<file path="config.mk">
export PLATFORM = sky130hd
export DESIGN_NAME = mftd_front
export DESIGN_NICKNAME = d
export VERILOG_FILES = /design/src/rtl/mftd_pkg.sv /design/src/rtl/mftd_front.sv
export SDC_FILE = /design/constraint.sdc
export NUM_CORES = 1
export LEC_CHECK = 0
export BUFFER_PORTS_ARGS = -buffer_cell sky130_fd_sc_hd__buf_2
export CORE_MARGIN = 1
export CORE_UTILIZATION = 50
export DETAILED_ROUTE_END_ITERATION = 7
export PLACE_DENSITY = 0.83
export SLEW_MARGIN = 5
export SYNTH_ARGS = -nofsm -noshare
export SYNTH_HDL_FRONTEND = slang
export SYNTH_SLANG_ARGS = --single-unit
</file>
<file path="constraint.sdc">
create_clock -name clock -period 7.5 [get_ports clock]
set_input_delay 0.75 -clock clock [delete_from_list [all_inputs] [get_ports clock]]
set_output_delay 0.75 -clock clock [all_outputs]
set_load 0.1 [all_outputs]
</file>
<file path="src/rtl/mftd_pkg.sv">
`default_nettype none
package mftd_pkg;

   localparam int DispWidthDefault  = 128;
   localparam int DispHeightDefault = 64;
   localparam int QueueDepth        = 2;

   typedef enum logic [2:0] {
      KIND_CLEAR  = 3'd0,
      KIND_PIXEL  = 3'd1,
      KIND_RECT   = 3'd2,
      KIND_GLYPH  = 3'd3,
      KIND_COLUMN = 3'd4,
      KIND_READ   = 3'd5,
      KIND_NONE6  = 3'd6,
      KIND_NONE7  = 3'd7
   } kind_type;

   typedef struct packed {
      logic [2:0] kind;
      logic [7:0] pos_x;
      logic [7:0] pos_y;
      logic [7:0] end_x;
      logic [7:0] end_y;
      logic       ink;
      logic [7:0] char_code;
      logic       large_req;
      logic [7:0] pattern;
   } req_type;

   typedef struct packed {
      logic [7:0] read_data;
      logic [7:0] next_x;
      logic [7:0] next_y;
      logic       text_end;
   } rsp_type;

   // Decoded command handed from front to back.
   typedef struct packed {
      kind_type   kind;
      logic [7:0] pos_x;
      logic [7:0] pos_y;
      logic [7:0] end_x;
      logic [7:0] end_y;
      logic       ink;
      logic       double_size;
      logic [7:0] pattern;
      logic [5:0] glyph;
      logic [7:0] next_x;
      logic [7:0] next_y;
      logic       text_end;
   } cmd_type;

   typedef enum logic [2:0] {
      ST_IDLE,
      ST_CLEAR,
      ST_WALK,
      ST_READ,
      ST_WRITE,
      ST_RESULT
   } back_state_type;

   typedef enum logic [1:0] {
      PH_TOP,
      PH_BOTTOM,
      PH_LEFT,
      PH_RIGHT
   } rect_phase_type;

   localparam logic [5:0] GlyphBlank = 6'd40;

   function automatic logic [5:0] glyph_index(input logic [7:0] code);
      logic [7:0] c;
      logic [5:0] g;
      c = code;
      if (c >= 8'h61 && c <= 8'h7A) c = c - 8'h20;
      g = GlyphBlank;
      if (c >= 8'h30 && c <= 8'h39) g = 6'(c - 8'h30);
      else if (c >= 8'h41 && c <= 8'h5A) g = 6'(c - 8'h41 + 8'd10);
      else if (c == 8'h2D) g = 6'd36;
      else if (c == 8'h3A) g = 6'd37;
      else if (c == 8'h2F) g = 6'd38;
      else if (c == 8'h2E) g = 6'd39;
      return g;
   endfunction

   function automatic logic [39:0] font_row(input logic [5:0] g);
      logic [39:0] r;
      unique case (g)
         6'd0:  r = 40'h3E_51_49_45_3E;
         6'd1:  r = 40'h00_42_7F_40_00;
         6'd2:  r = 40'h42_61_51_49_46;
         6'd3:  r = 40'h21_41_45_4B_31;
         6'd4:  r = 40'h18_14_12_7F_10;
         6'd5:  r = 40'h27_45_45_45_39;
         6'd6:  r = 40'h3C_4A_49_49_30;
         6'd7:  r = 40'h01_71_09_05_03;
         6'd8:  r = 40'h36_49_49_49_36;
         6'd9:  r = 40'h06_49_49_29_1E;
         6'd10: r = 40'h7E_11_11_11_7E;
         6'd11: r = 40'h7F_49_49_49_36;
         6'd12: r = 40'h3E_41_41_41_22;
         6'd13: r = 40'h7F_41_41_22_1C;
         6'd14: r = 40'h7F_49_49_49_41;
         6'd15: r = 40'h7F_09_09_09_01;
         6'd16: r = 40'h3E_41_49_49_7A;
         6'd17: r = 40'h7F_08_08_08_7F;
         6'd18: r = 40'h00_41_7F_41_00;
         6'd19: r = 40'h20_40_41_3F_01;
         6'd20: r = 40'h7F_08_14_22_41;
         6'd21: r = 40'h7F_40_40_40_40;
         6'd22: r = 40'h7F_02_0C_02_7F;
         6'd23: r = 40'h7F_04_08_10_7F;
         6'd24: r = 40'h3E_41_41_41_3E;
         6'd25: r = 40'h7F_09_09_09_06;
         6'd26: r = 40'h3E_41_51_21_5E;
         6'd27: r = 40'h7F_09_19_29_46;
         6'd28: r = 40'h46_49_49_49_31;
         6'd29: r = 40'h01_01_7F_01_01;
         6'd30: r = 40'h3F_40_40_40_3F;
         6'd31: r = 40'h1F_20_40_20_1F;
         6'd32: r = 40'h3F_40_38_40_3F;
         6'd33: r = 40'h63_14_08_14_63;
         6'd34: r = 40'h07_08_70_08_07;
         6'd35: r = 40'h61_51_49_45_43;
         6'd36: r = 40'h08_08_08_08_08;
         6'd37: r = 40'h00_36_36_00_00;
         6'd38: r = 40'h20_10_08_04_02;
         6'd39: r = 40'h00_60_60_00_00;
         default: r = 40'h0;
      endcase
      return r;
   endfunction

   // Column a of a glyph, a in 0..4 (first column in the top byte).
   function automatic logic [7:0] font_col(input logic [5:0] g, input logic [2:0] a);
      logic [39:0] r;
      logic [7:0]  col;
      r = font_row(g);
      unique case (a)
         3'd0:    col = r[39:32];
         3'd1:    col = r[31:24];
         3'd2:    col = r[23:16];
         3'd3:    col = r[15:8];
         3'd4:    col = r[7:0];
         default: col = 8'h00;
      endcase
      return col;
   endfunction

endpackage
`default_nettype wire

</file>
<file path="src/rtl/mftd_front.sv">
`default_nettype none
module mftd_front
   import mftd_pkg::*;
#(
   parameter int DISP_WIDTH  = DispWidthDefault,
   parameter int DISP_HEIGHT = DispHeightDefault
) (
   input  wire logic    clock,
   input  wire logic    reset,
   input  wire logic    req_valid,
   output logic         req_stall,
   input  req_type      req_data,
   output logic         q_valid,
   input  wire logic    q_take,
   output cmd_type      q_cmd
);

   localparam int QW = $clog2(QueueDepth);

   cmd_type       cmd_mem [QueueDepth];
   logic [QW-1:0] wr_ptr_ff, rd_ptr_ff;
   logic [QW:0]   count_ff;
   logic          push, pop;
   cmd_type       dec;
   logic [7:0]    adv_x, adv_y;
   logic [8:0]    step_x;

   always_comb begin
      dec             = '0;
      dec.kind        = kind_type'(req_data.kind);
      dec.pos_x       = req_data.pos_x;
      dec.pos_y       = req_data.pos_y;
      dec.end_x       = req_data.end_x;
      dec.end_y       = req_data.end_y;
      dec.ink         = req_data.ink;
      dec.double_size = req_data.large_req;
      dec.pattern     = req_data.pattern;
      dec.glyph       = glyph_index(req_data.char_code);
      step_x          = req_data.large_req ? 9'd12 : 9'd6;
      adv_x           = req_data.pos_x + step_x[7:0];
      adv_y           = req_data.pos_y + (req_data.large_req ? 8'd16 : 8'd8);
      dec.next_x      = adv_x;
      dec.next_y      = req_data.pos_y;
      if ({1'b0, adv_x} > 9'(DISP_WIDTH) - step_x) begin
         dec.next_x = 8'd0;
         dec.next_y = adv_y;
      end
      dec.text_end = ({1'b0, dec.next_y} >= 9'(DISP_HEIGHT));
      if (dec.kind != KIND_GLYPH) begin
         dec.next_x   = 8'd0;
         dec.next_y   = 8'd0;
         dec.text_end = 1'b0;
      end
   end

   assign req_stall = (count_ff == (QW+1)'(QueueDepth));
   assign push      = req_valid && !req_stall;
   assign q_valid   = (count_ff != '0);
   assign pop       = q_valid && q_take;
   assign q_cmd     = cmd_mem[rd_ptr_ff];

   always_ff @(posedge clock) begin
      if (push) cmd_mem[wr_ptr_ff] <= dec;
   end

   always_ff @(posedge clock) begin
      if (reset) begin
         wr_ptr_ff <= '0;
         rd_ptr_ff <= '0;
         count_ff  <= '0;
      end else begin
         if (push) wr_ptr_ff <= wr_ptr_ff + 1'b1;
         if (pop)  rd_ptr_ff <= rd_ptr_ff + 1'b1;
         count_ff <= count_ff + (QW+1)'(push) - (QW+1)'(pop);
      end
   end

   a_count_bound: assert property (@(posedge clock) disable iff (reset)
      count_ff <= (QW+1)'(QueueDepth)) else $error("queue overfilled");
   a_no_push_full: assert property (@(posedge clock) disable iff (reset)
      (count_ff == (QW+1)'(QueueDepth)) |-> !push) else $error("push into full queue");
   a_pop_track: assert property (@(posedge clock) disable iff (reset)
      (pop && !push) |=> (count_ff == $past(count_ff) - 1'b1)) else $error("count slip");

endmodule
`default_nettype wire

</file>
After elaboration in Yosys (flattened, before gate mapping)
Memories as Yosys holds them, arrays and structs flattened. A register that Yosys moved wholly into a read port is not among the register bits.
Cells that the tools add are included.
Widths: inputs -> output; s select.
{"block": "classes", "n_addsub": 11, "order_cmp": 8, "eq_ne": 6, "n_mux": 15, "reduce_logical": 7}
{"cell": "$eq 8x6->1 const B", "n": 4}
{"cell": "$ge 8x7->1 const B", "n": 3}
{"cell": "$mux 4", "n": 5}
{"cell": "$mux 17", "n": 1}
{"cell": "$le 8x7->1 const B", "n": 2}
{"cell": "$mux 16", "n": 1}
{"cell": "$mux 6", "n": 2}
{"cell": "$gt 8x9->1", "n": 1}
{"cell": "$sub 8x4->9 const A", "n": 1}
{"cell": "$add 8x4->8", "n": 1}
{"cell": "$add 8x5->8", "n": 1}
{"cell": "$ge 8x6->1 const B", "n": 1}
{"cell": "$le 8x6->1 const B", "n": 1}
{"cell": "$mux 8", "n": 1}
{"cell": "$sub 8x6->8 const B", "n": 1}
{"cell": "$add 6x4->6 const B", "n": 1}
{"cell": "$sub 6x1->6 const B", "n": 1}
{"cell": "$sub 6x6->6 const B", "n": 1}
{"cell": "$logic_and 1x1->1", "n": 5}
{"cell": "$mux 5", "n": 1}
{"cell": "$mux 1", "n": 4}
{"cell": "$ne 3x2->1 const B", "n": 1}
{"cell": "$add 1x1->1 const B", "n": 2}
{"cell": "$add 2x1->2", "n": 1}
{"cell": "4 further kinds", "n": 4}
{"block": "word_totals", "ff_bits": 4, "ram_bits": 136, "out_inout_bits": 70, "wordCells": 51, "n_memories": 1}
{"name": "cmd_mem", "depth": 2, "width": 68, "read_ports": 1, "rd_ports_with_merged_regs": 1, "wr": 1, "line": "mftd_front.sv:20", "source": "cmd_type cmd_mem [QueueDepth];"}

Longest topological paths before layout
{"block": "logic_depth", "word_depth": 10, "ltp_mapped": 13, "mapped_depth_nobuf": 12}

Worst setup path after synthesis
OpenSTA, ideal clock, no wires.
{"block": "synth_timing", "kind": "input -> register", "startpoint": "input port req_valid", "endpoint": "memory cmd_mem[0][0] (netlist bit) (enable)", "setup_ns": 0.494, "arrival_ns": 3.683, "required_time_ns": 7.006, "slack_ns": 3.323, "cell_stages": 2, "path_cell_list": "nand2_1 nor2_1"}
{"block": "synth_via", "elab_chain_len": 3}
{"element": "from (decl)", "line": "mftd_front.sv:10", "source": "input wire logic req_valid,"}
{"element": "$logic_and 1x1->1", "line": "mftd_front.sv:57", "source": "assign push = req_valid && !req_stall;"}
{"element": "$mux 1", "line": "mftd_front.sv:63", "source": "if (push) cmd_mem[wr_ptr_ff] <= dec;"}
{"element": "$mux 1 (implied by the code)", "line": "mftd_front.sv:63"}
{"element": "to (decl)", "line": "mftd_front.sv:20"}
No other way between the ends.

==> results.json <==
{
  "dp_cells": 623,
  "drt_iter0_drc": 232,
  "cap_violations": 0,
  "grt.total_usage": 0.1785,
  "wl_met1_um": 4187,
  "ff_latch_area_um2": 4188,
  "crit_path_top_delay_cell": "or4_1",
  "start_util": 0.5165,
  "num_antenna_cells": 0,
  "cts_buffers": 17,
  "fillers": 819,
  "routed_via_density": 5.249,
  "setup_violations": 0,
  "path_buf_inv": 3,
  "cts-hold-fix-buffers": 0,
  "min_from": "rd_ptr_ff",
  "dp.final_hpwl_um": 6751,
  "grt_max_degree": 69,
  "synth-edff-count": 136,
  "drc_errors": 0,
  "die_area_um2": 12290,
  "drive_above_1_share": 0.4551,
  "hold_viol_final": 0,
  "gp_congestion": 0.8039,
  "yosysWarningCount": 0,
  "setup_tns_ns": 0,
  "cts-root-buf": "clkbuf_16",
  "crit_type": "primary input to flip-flop",
  "critPathMaxFanout": 15,
  "syn_area_um2": 5923,
  "dr.pass1.iters": 4,
  "final_nets": 572,
  "grt_overflow": 0,
  "p_leak_nw": 2.787,
  "clock_sinks": 141,
  "worstSetupEndpointType": "flip-flop",
  "reg2reg_slack_ns": 5.30,
  "top_layer": "met4",
  "dieWidth_um": 110.8,
  "clock_path_buffers": 2,
  "cts-resized-gates": 0,
  "cp.arrival_ns": 3.50,
  "ys_async_sr_fraction": 0,
  "fin_cells": 655,
  "slew_violations": 0,
  "synth_area_per_cell_um2": 16.32,
  "power.density_nw_per_um2": 434.4,
  "max_freq_ghz": 0.3082,
  "slowest_delay_ns": 0.54,
  "r2r-end": "cmd_mem[0][48]",
  "irDropWorstVdd_uv": 256.9,
  "crit_chain": "buf_2 > inv_1 > ha_1 > inv_1 > ha_1 > xnor2_1 > ha_1 > a21oi_1 > nand2_1 > o311ai_0 > o31a_1 > or4_1 > a21oi_1",
  "clk_latency_ns": 0.41,
  "grt_pass1_wl_um": 16750,
  "hold_path_class": "flip-flop to flip-flop",
  "cts_tree": "built",
  "reg2regPathDepth": 4,
  "clkTransAtPathRegs_ns": 0.06,
  "vias": 3438,
  "cp-start-kind": "primary input",
  "hold_depth": 2,
  "grt_pass1_vias": 3426,
  "area_growth_pct": 22.62,
  "synth_seq_cells": 141,
  "routedWlPerCell_um": 15.86,
  "rsz0062_at_grt": "false",
  "fin_crit_sh": 0.4326,
  "r2r_start": "count_ff[0]",
  "cp.depth": 13,
  "skew_ns": 0.006375,
  "wl_met2_um": 5513,
  "tightest_slew_ns": 0.9200,
  "yosysSeqAreaShare": 0.7064,
  "pin_count": 127,
  "wirelength_um": 10390,
  "synthCells": 363,
  "postCtsSetupBuffers": 0,
  "cp.required_ns": 7.75,
  "synth_cell_types": 43,
  "multi_input_area_um2": 1647,
  "crit_family": "compound AO/OA/AOI/OAI gates",
  "rows": 39,
  "htree_levels": 4,
  "period_minus_slack_ns": 3.244,
  "max-slew-margin-rel": 0.3867,
  "die_h_um": 110.8,
  "io_buffers": 126,
  "status": "complete, no violations",
  "core_area_um2": 11470,
  "postRouteAntennaNets": 0,
  "crit_top_cell": "ha_1",
  "wl_met3_um": 527,
  "grt_antenna_before_repair": 0,
  "ys.flop_type": "edfxtp_1"
}
==> logic make-up after synthesis <==
logic type / Yosys count / share of synthesized area
xor+xnor: 10 / 0.01479
compound gates: 36 / 0.03781
simple gates: 61 / 0.05323
mux: 71 / 0.1343
other cells: 1 / 0.0006331
buf+inv: 27 / 0.01774
flops: 141 / 0.7064
fa+ha+maj: 16 / 0.03507
==> metal layers <==
metal / up-vias / GRT usage
met5: - / 0
met4: 0 / 0.06756
met3: 13 / 0.06124
met2: 99 / 0.3164
met1: 1667 / 0.1969
li1: 1659 / -
==> sequential cells by signal (all words and copies together), names as in the netlist, named ones only <==
name	cells
wr_ptr_ff	1
rd_ptr_ff	1
count_ff	2
cmd_mem	136
==> placed cells by master, fill, tap and decap left out, types with 3 or more instances in the layout <==
cell type   synthesis  layout
edfxtp_1          136     136
xnor2_1             5       5
ha_1               15      15
inv_1              15      15
inv_6               0       3
mux2i_1             3       3
nor2_1             17      16
clkbuf_16           0      17
nor3_1              5       5
xor2_1              5       5
a21oi_1            15      15
clkinvlp_4          0       5
nand2b_1            4       4
nor2b_1             3       3
nand2_1             9       9
buf_2               3     126
clkinv_2            0       5
o21ai_0             7       7
and3_1              5       4
dfxtp_1             5       4
and2_1              5       5
mux2_2             68      68
==> stage by stage <==
stage / hold slack, ns / setup WS, ns / utilization / total power, mW / instance area, µm²
floorplan: 0.4811 / 3.323 / - / 2.224 / 5927
global placement: 0.5004 / 4.044 / 0.5856 / 2.399 / 6715
detailed placement: 0.5042 / 3.860 / 0.5856 / 2.419 / 6715
CTS: 0.5083 / 4.290 / 0.6334 / 3.184 / 7263
global route: 0.5012 / 4.099 / 0.6334 / 3.262 / 7263
finish: 0.5219 / 4.256 / 0.6334 / 3.155 / 7263
==> worst min-delay path, delay by kind of cell, from the launching register on <==
| family | cells | cell delay (ns) |
|---|---|---|
| flip-flops | 1 | 0.32 |
| AND/OR/NAND/NOR | 1 | 0.07 |
| XOR/XNOR | 1 | 0.09 |
==> final cells by class <==
type	instances	area share
clock buffer	18	0.05909
clock inverter	14	0.01637
inverter	15	0.007752
multi-input combinational	196	0.2267
sequential	141	0.5766
tap	143	0.02463
timing repair buffer	128	0.08889
==> worst max path at each step <==
| stage | start | endpoint | slack [ns] |
|---|---|---|---|
| 2_1_floorplan | req_valid | cmd_mem[0][0] | 3.32 |
| 3_3_place_gp | req_data[8] | cmd_mem[0][8] | 4.04 |
| 3_5_place_dp | req_data[8] | cmd_mem[1][8] | 3.86 |
| 4_1_cts | req_data[8] | cmd_mem[0][8] | 4.29 |
| 5_1_grt | req_data[8] | cmd_mem[0][8] | 4.10 |
| 6_report | req_data[8] | cmd_mem[1][8] | 4.26 |
==> synth_stat cells (all sizes together), types with 2 or more instances <==
master,instances,area [µm²]
inv,15,56.30
buf,9,37.53
nand3b,2,15.01
o21ai,9,45.04
nor2b,3,18.77
mux2i,3,30.03
edfxtp,136,4084
xnor2,5,43.79
and3,5,31.28
a2111oi,2,23.77
a21oi,15,75.07
or3,2,12.51
nand3,2,10.01
nor2,17,63.81
and2,5,31.28
mux2,68,765.7
clkbuf,3,11.26
xor2,5,43.79
nor4,2,12.51
nand2,9,33.78
nor3,5,25.02
dfxtp,5,100.1
or2,2,12.51
nand2b,4,25.02
ha,15,187.7
==> power breakdown <==
part | total [mW] | switching (mW) | internal, mW | leakage (nW)
Sequential | 1.07 | 0.0714 | 1.00 | 1.32
Clock | 0.763 | 0.309 | 0.455 | 0.259
Combinational | 1.32 | 1.07 | 0.245 | 1.21
Total | 3.15 | 1.45 | 1.70 | 2.79
(Power assumes the default switching activity.)
